===== config.mk =====
export PLATFORM = sky130hd
export DESIGN_NAME = dual_motor_pwm_with_dead_time_flat
export DESIGN_NICKNAME = d
export VERILOG_FILES = /design/src/dmpwm_pkg.sv /design/src/dmpwm_if.sv /design/src/dual_motor_pwm_with_dead_time.sv /design/src/dmpwm_lane.sv /design/src/dmpwm_ctrl.sv /design/src/flat_wrapper.sv
export SDC_FILE = /design/constraint.sdc
export NUM_CORES = 1
export LEC_CHECK = 0
export BUFFER_PORTS_ARGS = -buffer_cell sky130_fd_sc_hd__buf_2
export CAP_MARGIN = 20
export CORE_AREA = 3 3 144 146
export DETAILED_ROUTE_END_ITERATION = 12
export DIE_AREA = 0 0 147 149
export PLACE_DENSITY_LB_ADDON = 0.15
export SETUP_SLACK_MARGIN = 0.02
export SLEW_MARGIN = 10
export SYNTH_ARGS = -nofsm -noshare
export SYNTH_HDL_FRONTEND = slang
export SYNTH_SLANG_ARGS = --single-unit

===== constraint.sdc =====
create_clock -name i_clk -period 6 [get_ports i_clk]
set_input_delay 0.6 -clock i_clk [delete_from_list [all_inputs] [get_ports i_clk]]
set_output_delay 0.6 -clock i_clk [all_outputs]
set_load 0.01 [all_outputs]

===== src/dmpwm_pkg.sv =====
// shared types and constants for the dual motor pwm driver
// no dependencies; imported by every module of the block
package dmpwm_pkg;

    localparam int MOTOR_COUNT = 2;
    localparam int CNT_W       = 16;
    localparam int DUTY_W      = 8;
    localparam int DIR_W       = 4;
    localparam int CFG_IDX_W   = 2;
    localparam int CFG_DATA_W  = 16;

    localparam logic [CNT_W-1:0]  PWM_TOP_RST     = 16'd100;
    localparam logic [DUTY_W-1:0] SPEED_LIMIT_RST = 8'd100;
    localparam logic [CNT_W-1:0]  DEAD_TICKS_RST  = 16'd32000;

    // bridge direction bits
    localparam logic [DIR_W-1:0] DIR_L_REV = 4'h1;
    localparam logic [DIR_W-1:0] DIR_L_FWD = 4'h2;
    localparam logic [DIR_W-1:0] DIR_R_FWD = 4'h4;
    localparam logic [DIR_W-1:0] DIR_R_REV = 4'h8;

    typedef enum logic [CFG_IDX_W-1:0] {
        CFG_PWM_TOP     = 2'd0,
        CFG_SPEED_LIMIT = 2'd1,
        CFG_DEAD_TICKS  = 2'd2
    } t_cfg_idx;

    // lane update controls from the shared controller
    typedef struct packed {
        logic step;
        logic pend_load;
        logic buf_clear;
        logic buf_mag;
        logic buf_pend;
        logic latch;
    } t_lane_ctl;

    typedef struct packed {
        logic             pwm_left;
        logic             pwm_right;
        logic [DIR_W-1:0] bridge_dir;
        logic             waiting;
    } t_result;

endpackage


===== src/dmpwm_if.sv =====
// handshake channels of the dual motor pwm driver
// no dependencies on other files
interface dmpwm_cmd_if;
    logic        valid;
    logic        ready;
    logic        action;
    logic signed [7:0] left_speed;
    logic signed [7:0] right_speed;

    modport source (output valid, output action, output left_speed, output right_speed,
                    input ready);
    modport sink (input valid, input action, input left_speed, input right_speed,
                  output ready);
endinterface

interface dmpwm_res_if;
    logic       valid;
    logic       ready;
    logic       pwm_left;
    logic       pwm_right;
    logic [3:0] bridge_dir;
    logic       waiting;

    modport source (output valid, output pwm_left, output pwm_right, output bridge_dir,
                    output waiting, input ready);
    modport sink (input valid, input pwm_left, input pwm_right, input bridge_dir,
                  input waiting, output ready);
endinterface


===== src/dual_motor_pwm_with_dead_time.sv =====
// top level of the dual motor pwm driver with dead time
// each accepted beat's result goes into the result register, or into the skid entry
// while o_res stalls; one beat per cycle, ticks and commands alike, while i_cmd is ready;
// the counter, dead time and lane duty updates all settle in the cycle of the beat
// a two-entry output stage (result register plus skid) keeps i_cmd ready while one
// result waits; reset is synchronous active low and restores state and valid flags at once
module dual_motor_pwm_with_dead_time (
    input  logic                                i_clk,
    input  logic                                i_rst_n,
    dmpwm_cmd_if.sink                           i_cmd,
    dmpwm_res_if.source                         o_res,
    input  logic                                i_cfg_we,
    input  logic [dmpwm_pkg::CFG_IDX_W-1:0]     i_cfg_idx,
    input  logic [dmpwm_pkg::CFG_DATA_W-1:0]    i_cfg_data
);
    import dmpwm_pkg::*;

    // configuration registers
    logic [CNT_W-1:0]  r_pwm_top;
    logic [DUTY_W-1:0] r_speed_limit;
    logic [CNT_W-1:0]  r_dead_ticks;

    // shared controller to lanes
    t_lane_ctl         lane_ctl;
    logic [CNT_W-1:0]  next_count;
    logic [DIR_W-1:0]  next_dir;
    logic              next_waiting;
    logic [MOTOR_COUNT-1:0] lane_pwm;

    // output stage
    t_result r_out, r_skid, new_res;
    logic    r_out_valid, r_skid_valid;
    logic    in_ready, accept, out_free;

    always_ff @(posedge i_clk) begin
        if (!i_rst_n) begin
            r_pwm_top     <= PWM_TOP_RST;
            r_speed_limit <= SPEED_LIMIT_RST;
            r_dead_ticks  <= DEAD_TICKS_RST;
        end else if (i_cfg_we) begin
            unique case (t_cfg_idx'(i_cfg_idx))
                CFG_PWM_TOP:     r_pwm_top     <= i_cfg_data;
                CFG_SPEED_LIMIT: r_speed_limit <= i_cfg_data[DUTY_W-1:0];
                CFG_DEAD_TICKS:  r_dead_ticks  <= i_cfg_data;
                default: ;  // unmapped index is ignored
            endcase
        end
    end

    assign in_ready    = ~r_skid_valid;
    assign accept      = i_cmd.valid & in_ready;
    assign i_cmd.ready = in_ready;

    dmpwm_ctrl u_ctrl (
        .i_clk        (i_clk),
        .i_rst_n      (i_rst_n),
        .i_step       (accept),
        .i_action     (i_cmd.action),
        .i_left_neg   (i_cmd.left_speed[7]),
        .i_right_neg  (i_cmd.right_speed[7]),
        .i_pwm_top    (r_pwm_top),
        .i_dead_ticks (r_dead_ticks),
        .o_ctl        (lane_ctl),
        .o_count      (next_count),
        .o_dir        (next_dir),
        .o_waiting    (next_waiting)
    );

    // one lane per motor; only the first two take commanded speeds
    for (genvar m = 0; m < MOTOR_COUNT; m++) begin : g_lane
        logic signed [7:0] lane_speed;
        if (m == 0) begin : g_left
            assign lane_speed = i_cmd.left_speed;
        end else if (m == 1) begin : g_right
            assign lane_speed = i_cmd.right_speed;
        end else begin : g_idle
            assign lane_speed = '0;
        end

        dmpwm_lane u_lane (
            .i_clk         (i_clk),
            .i_rst_n       (i_rst_n),
            .i_ctl         (lane_ctl),
            .i_speed       (lane_speed),
            .i_speed_limit (r_speed_limit),
            .i_count       (next_count),
            .o_pwm         (lane_pwm[m])
        );
    end

    // merge lane levels with the shared direction and dead time status
    always_comb begin
        new_res.pwm_left   = lane_pwm[0];
        new_res.pwm_right  = (MOTOR_COUNT > 1) ? lane_pwm[MOTOR_COUNT > 1 ? 1 : 0] : 1'b0;
        new_res.bridge_dir = next_dir;
        new_res.waiting    = next_waiting;
    end

    // result register with skid entry behind it
    assign out_free = ~r_out_valid | o_res.ready;

    always_ff @(posedge i_clk) begin
        if (!i_rst_n) begin
            r_out_valid  <= 1'b0;
            r_skid_valid <= 1'b0;
        end else if (out_free) begin
            if (r_skid_valid) begin
                r_out_valid  <= 1'b1;
                r_skid_valid <= 1'b0;
            end else begin
                r_out_valid <= accept;
            end
        end else if (accept) begin
            r_skid_valid <= 1'b1;
        end
    end

    always_ff @(posedge i_clk) begin
        if (out_free) begin
            if (r_skid_valid) begin
                r_out <= r_skid;
            end else if (accept) begin
                r_out <= new_res;
            end
        end else if (accept) begin
            r_skid <= new_res;
        end
    end

    assign o_res.valid      = r_out_valid;
    assign o_res.pwm_left   = r_out.pwm_left;
    assign o_res.pwm_right  = r_out.pwm_right;
    assign o_res.bridge_dir = r_out.bridge_dir;
    assign o_res.waiting    = r_out.waiting;

endmodule


===== src/dmpwm_lane.sv =====
// one motor lane: magnitude and clip, pending/buffered/active duty, pwm compare
// depends on dmpwm_pkg
module dmpwm_lane (
    input  logic                             i_clk,
    input  logic                             i_rst_n,
    input  dmpwm_pkg::t_lane_ctl             i_ctl,
    input  logic signed [7:0]                i_speed,
    input  logic [dmpwm_pkg::DUTY_W-1:0]     i_speed_limit,
    input  logic [dmpwm_pkg::CNT_W-1:0]      i_count,
    output logic                             o_pwm
);
    import dmpwm_pkg::*;

    logic [DUTY_W-1:0] r_pend, r_buf, r_act;
    logic [DUTY_W-1:0] n_pend, n_buf, n_act;
    logic [DUTY_W:0]   mag_raw;
    logic [DUTY_W-1:0] mag;

    // magnitude of a signed byte, -128 gives 128, then clipped to the speed limit
    always_comb begin
        if (i_speed[7]) begin
            mag_raw = 9'd256 - {1'b0, i_speed};
        end else begin
            mag_raw = {1'b0, i_speed};
        end
        if (mag_raw > {1'b0, i_speed_limit}) begin
            mag = i_speed_limit;
        end else begin
            mag = mag_raw[DUTY_W-1:0];
        end
    end

    always_comb begin
        n_pend = i_ctl.pend_load ? mag : r_pend;
        priority if (i_ctl.buf_clear) begin
            n_buf = '0;
        end else if (i_ctl.buf_mag) begin
            n_buf = mag;
        end else if (i_ctl.buf_pend) begin
            n_buf = r_pend;
        end else begin
            n_buf = r_buf;
        end
        n_act = i_ctl.latch ? n_buf : r_act;
    end

    always_ff @(posedge i_clk) begin
        if (!i_rst_n) begin
            r_pend <= '0;
            r_buf  <= '0;
            r_act  <= '0;
        end else if (i_ctl.step) begin
            r_pend <= n_pend;
            r_buf  <= n_buf;
            r_act  <= n_act;
        end
    end

    assign o_pwm = i_count < {{(CNT_W-DUTY_W){1'b0}}, n_act};

endmodule


===== src/dmpwm_ctrl.sv =====
// shared controller: up/down counter, dead time and bridge direction
// depends on dmpwm_pkg
module dmpwm_ctrl (
    input  logic                            i_clk,
    input  logic                            i_rst_n,
    input  logic                            i_step,
    input  logic                            i_action,
    input  logic                            i_left_neg,
    input  logic                            i_right_neg,
    input  logic [dmpwm_pkg::CNT_W-1:0]     i_pwm_top,
    input  logic [dmpwm_pkg::CNT_W-1:0]     i_dead_ticks,
    output dmpwm_pkg::t_lane_ctl            o_ctl,
    output logic [dmpwm_pkg::CNT_W-1:0]     o_count,
    output logic [dmpwm_pkg::DIR_W-1:0]     o_dir,
    output logic                            o_waiting
);
    import dmpwm_pkg::*;

    logic [CNT_W-1:0] r_count, n_count;
    logic             r_down, n_down;
    logic [DIR_W-1:0] r_adir, n_adir;
    logic [DIR_W-1:0] r_pdir, n_pdir;
    logic [CNT_W-1:0] r_dcount, n_dcount;
    logic             r_dead, n_dead;
    logic [DIR_W-1:0] cmd_dir;
    logic [CNT_W-1:0] dec_dead;
    logic [CNT_W-1:0] cnt_step;
    t_lane_ctl        ctl;

    assign cmd_dir  = (i_left_neg ? DIR_L_REV : DIR_L_FWD) | (i_right_neg ? DIR_R_REV : DIR_R_FWD);
    assign dec_dead = r_dcount - 1'b1;

    always_comb begin
        n_count  = r_count;
        n_down   = r_down;
        n_adir   = r_adir;
        n_pdir   = r_pdir;
        n_dcount = r_dcount;
        n_dead   = r_dead;
        cnt_step = r_count;
        ctl      = '0;
        ctl.step = i_step;
        if (i_step) begin
            if (i_action) begin
                if (r_dead) begin
                    // replace pending command, dead time keeps running
                    n_pdir        = cmd_dir;
                    ctl.pend_load = 1'b1;
                end else if (cmd_dir != r_adir && i_dead_ticks != '0) begin
                    ctl.buf_clear = 1'b1;
                    ctl.pend_load = 1'b1;
                    n_pdir        = cmd_dir;
                    n_dcount      = i_dead_ticks;
                    n_dead        = 1'b1;
                end else begin
                    n_adir      = cmd_dir;
                    ctl.buf_mag = 1'b1;
                end
            end else begin
                if (r_dead) begin
                    n_dcount = dec_dead;
                    if (dec_dead == '0) begin
                        n_dead       = 1'b0;
                        n_adir       = r_pdir;
                        ctl.buf_pend = 1'b1;
                    end
                end
                if (!r_down) begin
                    cnt_step = (r_count < i_pwm_top) ? r_count + 1'b1 : r_count;
                    if (cnt_step >= i_pwm_top) begin
                        n_count = i_pwm_top;
                        n_down  = 1'b1;
                    end else begin
                        n_count = cnt_step;
                    end
                end else begin
                    cnt_step = (r_count != '0) ? r_count - 1'b1 : r_count;
                    n_count  = cnt_step;
                    if (cnt_step == '0) begin
                        n_down = 1'b0;
                    end
                end
                ctl.latch = (n_count == '0);
            end
        end
    end

    always_ff @(posedge i_clk) begin
        if (!i_rst_n) begin
            r_count  <= '0;
            r_down   <= 1'b0;
            r_adir   <= '0;
            r_pdir   <= '0;
            r_dcount <= '0;
            r_dead   <= 1'b0;
        end else begin
            r_count  <= n_count;
            r_down   <= n_down;
            r_adir   <= n_adir;
            r_pdir   <= n_pdir;
            r_dcount <= n_dcount;
            r_dead   <= n_dead;
        end
    end

    assign o_ctl     = ctl;
    assign o_count   = n_count;
    assign o_dir     = n_adir;
    assign o_waiting = n_dead;

endmodule


===== src/flat_wrapper.sv =====
// flat-port wrapper written by rule: the top's interface ports become plain ports
module dual_motor_pwm_with_dead_time_flat import dmpwm_pkg::*;
  (i_clk, i_rst_n, i_cfg_we, i_cfg_idx, i_cfg_data, i_cmd_valid, i_cmd_action, i_cmd_left_speed, i_cmd_right_speed, i_cmd_ready, o_res_valid, o_res_pwm_left, o_res_pwm_right, o_res_bridge_dir, o_res_waiting, o_res_ready);
  dmpwm_cmd_if i_cmd_i ();
  dmpwm_res_if o_res_i ();
  input  logic i_clk;
  input  logic i_rst_n;
  input  logic i_cfg_we;
  input  logic [dmpwm_pkg::CFG_IDX_W-1:0] i_cfg_idx;
  input  logic [dmpwm_pkg::CFG_DATA_W-1:0] i_cfg_data;
  input wire logic [$bits(i_cmd_i.valid)-1:0] i_cmd_valid;
  input wire logic [$bits(i_cmd_i.action)-1:0] i_cmd_action;
  input wire logic [$bits(i_cmd_i.left_speed)-1:0] i_cmd_left_speed;
  input wire logic [$bits(i_cmd_i.right_speed)-1:0] i_cmd_right_speed;
  output wire logic [$bits(i_cmd_i.ready)-1:0] i_cmd_ready;
  output wire logic [$bits(o_res_i.valid)-1:0] o_res_valid;
  output wire logic [$bits(o_res_i.pwm_left)-1:0] o_res_pwm_left;
  output wire logic [$bits(o_res_i.pwm_right)-1:0] o_res_pwm_right;
  output wire logic [$bits(o_res_i.bridge_dir)-1:0] o_res_bridge_dir;
  output wire logic [$bits(o_res_i.waiting)-1:0] o_res_waiting;
  input wire logic [$bits(o_res_i.ready)-1:0] o_res_ready;
  assign i_cmd_i.valid = i_cmd_valid;
  assign i_cmd_i.action = i_cmd_action;
  assign i_cmd_i.left_speed = i_cmd_left_speed;
  assign i_cmd_i.right_speed = i_cmd_right_speed;
  assign i_cmd_ready = i_cmd_i.ready;
  assign o_res_valid = o_res_i.valid;
  assign o_res_pwm_left = o_res_i.pwm_left;
  assign o_res_pwm_right = o_res_i.pwm_right;
  assign o_res_bridge_dir = o_res_i.bridge_dir;
  assign o_res_waiting = o_res_i.waiting;
  assign o_res_i.ready = o_res_ready;
  dual_motor_pwm_with_dead_time u_core (.i_clk(i_clk), .i_rst_n(i_rst_n), .i_cmd(i_cmd_i), .o_res(o_res_i), .i_cfg_we(i_cfg_we), .i_cfg_idx(i_cfg_idx), .i_cfg_data(i_cfg_data));
endmodule

==> results list <==
* Peak clock frequency supported by timing: 161 MHz
* Critical Path AT: 6.47 ns
- Final setup skew: 0.0117 ns
* Summed negative setup slack over all endpoints: -0.514 ns
- Of the post-synthesis cell area, the dominant cell type holds 0.272.
* Die Outline Area: 0.0219 sq mm
- Number of cells on the critical path: 26
- Setup violations remaining at the end of the flow were counted as 4.
* Worst setup slack after placement: -0.458 ns
* Synthesized area divided by synthesized cell count: 8.06 sq um
- Internal power of the cells: 2.33 mW
- Net switching share of the total power: 0.377
* Outcome: finished, violations left
- Capturing element type of the critical path: flop
* Final instance area: 0.0121 sq mm
- Congestion Overflow GR: 0
- Wires add up to 29.8 mm.
* Most frequent CP cell: buf_4
- Across all layers, the routed design uses 9475 vias.
* First-pass iteration count of the detailed router: 6
- CP required: 6.26 ns
- The H-tree was split into 4 levels.
* Met3 wire length: 1.57 mm
- After synthesis, the cell types taking the most area are dfxtp_1 27%, ha_1 8.8%, mux2i_1 6.2%.
* Cell at the root of the clock tree: clkbuf_16
* Highest fanout seen on the critical path: 10
- FF-to-FF Start: u_core.r_pwm_top[13]
- In this run the power density over the cells is 309 mW/mm^2.
- Pin placement for this block handled 49 I/O pins.
- Vias in the first global route: 8868
- Worst reg2reg path depth: 26
- Combinational fraction of design power: 0.424
- Proportion of synthesized chip area in sequential cells: 0.315
- In this run the tool buffered the top-level ports with 48 buffer cells.
- CTS saw 146 sinks.
- The count of final max-slew check failures is 0.
* Net count of the mapped netlist: 1313
- Post-synth top area cell: dfxtp_1
- Source-to-sink clock delay at the later pin of the worst-skew pair: 0.43 ns
* WHS Path Cells: 3
- In the post-route analysis, the smallest setup slack over all paths is -0.204 ns.
- TritonCTS built the clock tree.
- The worst hold path begins at i_cfg_data[11].
* Nets@finish: 1438
- The critical path is of the reg -> reg type.
- Die width: 147 um
- The number of antenna violations at the first check in global routing is 0.
* Worst vdd ir: 220 uV
* Hold/Removal Path Class: in -> reg
* Antenna viol nets, final: 0
- Share of flip-flops with an asynchronous set or reset after synthesis: 0
* Drc violations: 0
* Transition time of the tightest slew-check pin: 0.913 ns
* Setup repair after global routing missed its margin: true
* Routed len/inst: 18.5 um
- Filler cells: 1758
- Summed over all nets, the half-perimeter wirelength after detailed placement is 21.9 mm.
- Last weighted congestion value of the routability-driven placer: 0.990
- Largest net degree at the start of global routing: 79
- Summed instance area of the synthesized netlist: 0.00971 sq mm
* Combined global-route utilization of all metal layers: 0.266
* Area growth from synthesis to final layout: 24.4%
* Number of instances in the synthesized netlist: 1205
- Critical path origin: u_core.r_pwm_top[13]
- The detailed router used layers up to and including met4.
* Met2 WL: 14.2 mm
- Min Tclk post-route: 6.20 ns
- Number of clock buffers inserted by TritonCTS: 17
* First-pass GRT wire length: 46.6 mm
- Among all flip-flop cells after synthesis, the most frequent one is dfxtp_1.
* Number of enable flip-flop cells after synthesis: 14
* Antenna diodes: 0
- The floorplan has 51 rows.
- Of the total power, registers draw 0.289.
- Clock power frac: 0.287
* Detailed-route wire length on metal 1: 12.9 mm
- Cell type of the slowest stage on the worst timing path: a2111oi_0
* Count of hold-fix buffers inserted at cts: 0
* Failing checks: setup timing
* Net switching component of the power: 1.41 mW
* Family with the most delay on the worst path: compound AO/OA/AOI/OAI gates
- CP startpoint kind: flop
- Fraction of final layout cells with drive strength greater than 1: 0.239
- In this run the cell area measured after placement is 0.0110 sq mm.
* Number of violations of the max-capacitance limit: 0
* Final number of hold-violating endpoints: 0
- Clock-pin slew was measured on the worst setup and hold paths at 0.07 ns.
- Count of distinct cell types in the synthesized netlist: 77
- Via-to-Cell Ratio: 5.89
- Number of buffers and inverters on the critical path: 6
- Yosys Warn Count: 0
* Slowest stage delay, CP: 0.48 ns
- Largest buffer count on any clock path: 2
- In this run the standard cell core region covers 0.0195 sq mm.
- The worst pin sits at a relative slew slack of 0.385.
* Die height: 149 um
- Post-synthesis register bit count: 146
- The initial utilization of the core area, before any placement, comes to 0.497.
- Final period utilization: 1.03
- Summed over all cells, the static leakage comes to 4.98 nW.
* Number of DRC violations after detailed-routing iteration 0: 665
## metal layers
layer | vias to the layer above | track usage
li1 | 4631 | -
met2 | 316 | 0.447
met4 | 0 | 0.116
met1 | 4447 | 0.347
met3 | 81 | 0.0319
met5 | - | 0
## final cells by class
type	count	area (sq um)	area share
clock buffer	17	425	0.0352
clock inverter	15	168	0.0139
inverter	47	176	0.0146
multi-input combinational	939	6640	0.550
sequential	146	3070	0.255
tap	265	332	0.0275
timing repair buffer	179	1260	0.105
## layout by cell type (no fill, tap or decap), drive strengths merged, types with 10 or more instances in the layout
master,instances
or3,10
a21o,12
nand4,22
o31ai,16
xnor2,23
a211oi,16
a21oi,77
nor4,23
o21ai,62
dfxtp,132
mux2i,60
nor3,25
nand2,150
o211ai,11
and2,32
nor2,129
clkbuf,17
inv,55
nand3,30
edfxtp,14
a22oi,15
nand2b,10
a31oi,16
ha,68
buf,179
mux2,13
## worst register-to-register path, delay by kind of cell (launching register included)
family / cells / cell delay [ns]
multiplexers: 1 / 0.28
AND/OR/NAND/NOR: 7 / 1.34
buffers and inverters: 6 / 0.93
adder cells (fa/ha/maj): 3 / 0.65
flip-flops: 1 / 0.33
AO/OA/AOI/OAI: 9 / 2.53
## power by group through the flow
stage / combinational [mW] / clock (mW) / sequential [mW]
4_1_cts: 1.48 / 1.09 / 1.08
2_1_floorplan: 0.915 / 0 / 1.10
6_report: 1.58 / 1.07 / 1.08
3_3_place_gp: 1.35 / 0 / 1.10
3_5_place_dp: 1.37 / 0 / 1.10
5_1_grt: 1.71 / 1.13 / 1.08
## cell usage after synthesis, types with 4 or more instances
library cell / count
nand2b_1: 10
o41ai_1: 5
inv_1: 45
o22ai_1: 5
nor3_1: 23
edfxtp_1: 14
clkbuf_1: 59
mux2_2: 13
a311oi_1: 6
o21ai_0: 62
or3_1: 9
a21oi_1: 77
ha_1: 68
xnor2_1: 23
a21o_1: 12
nand3_1: 30
o211ai_1: 11
nand3b_1: 4
a31oi_1: 16
o31ai_1: 16
nor2b_1: 4
buf_2: 6
o211a_1: 7
and2_1: 31
xor2_1: 5
nor2_1: 129
nand4_1: 22
nand2_1: 150
a211oi_1: 16
and4_1: 6
o21a_1: 6
nor4_1: 18
or4_1: 5
a2bb2oi_1: 4
nor4_4: 4
a22oi_1: 15
mux2i_1: 60
dfxtp_1: 132
buf_1: 4
and3_1: 8
## state kept, by name, indices dropped and copies added, names as in the netlist
name                         cells
u_core.u_ctrl.r_count           16
u_core.g_lane.u_lane.r_act      16
u_core.o_res.pwm_right           1
u_core.g_lane.u_lane.r_pend     16
u_core.r_speed_limit             8
u_core.o_res.waiting             1
u_core.o_res.pwm_left            1
u_core.u_ctrl.r_down             1
u_core.r_skid_valid              1
u_core.r_pwm_top                16
u_core.g_lane.u_lane.r_buf      16
u_core.u_ctrl.r_dcount          16
u_core.r_skid                    7
u_core.o_res.valid               1
u_core.o_res.bridge_dir          4
u_core.u_ctrl.r_pdir             4
u_core.u_ctrl.r_adir             4
u_core.r_dead_ticks             16
u_core.u_ctrl.r_dead             1
## kinds of logic (layout without fill, tap and decap cells)
family | count (synthesis) | count (layout) | synth area share
AO/OA/AOI/OAI | 297 | 297 | 0.203
XOR/XNOR | 28 | 28 | 0.0253
adder cells (fa/ha/maj) | 68 | 68 | 0.0876
buffers and inverters | 120 | 258 | 0.0499
AND/OR/NAND/NOR | 473 | 473 | 0.242
flip-flops | 146 | 146 | 0.315
multiplexers | 73 | 73 | 0.0769
## repair_timing
action                                  CTS  global route
pin swaps                                31            15
gates resized for setup                  48            18
buffers inserted                         16             8
cloned                                    0             0
endpoints found under the setup margin    4             4
## final timing paths
path	to	slack (ns)
worst min register to register	u_core.r_pwm_top[9]	0.45
worst max-delay path	u_core.o_res.pwm_right	-0.20
worst min-delay path	u_core.r_dead_ticks[11]	0.40
worst max register to register	u_core.o_res.pwm_right	-0.20
## metrics by stage
stage          utilization  cells  hold slack, ns  power, mW
3_3_place_gp         0.561   1552           0.443       2.45
3_5_place_dp         0.561   1552           0.448       2.47
4_1_cts              0.610   1600           0.388       3.65
5_1_grt              0.619   1608           0.414       3.92
6_report             0.619   1608           0.397       3.73
2_1_floorplan            -   1205           0.432       2.01
No activity file was read; power rests on OpenSTA's default activity.
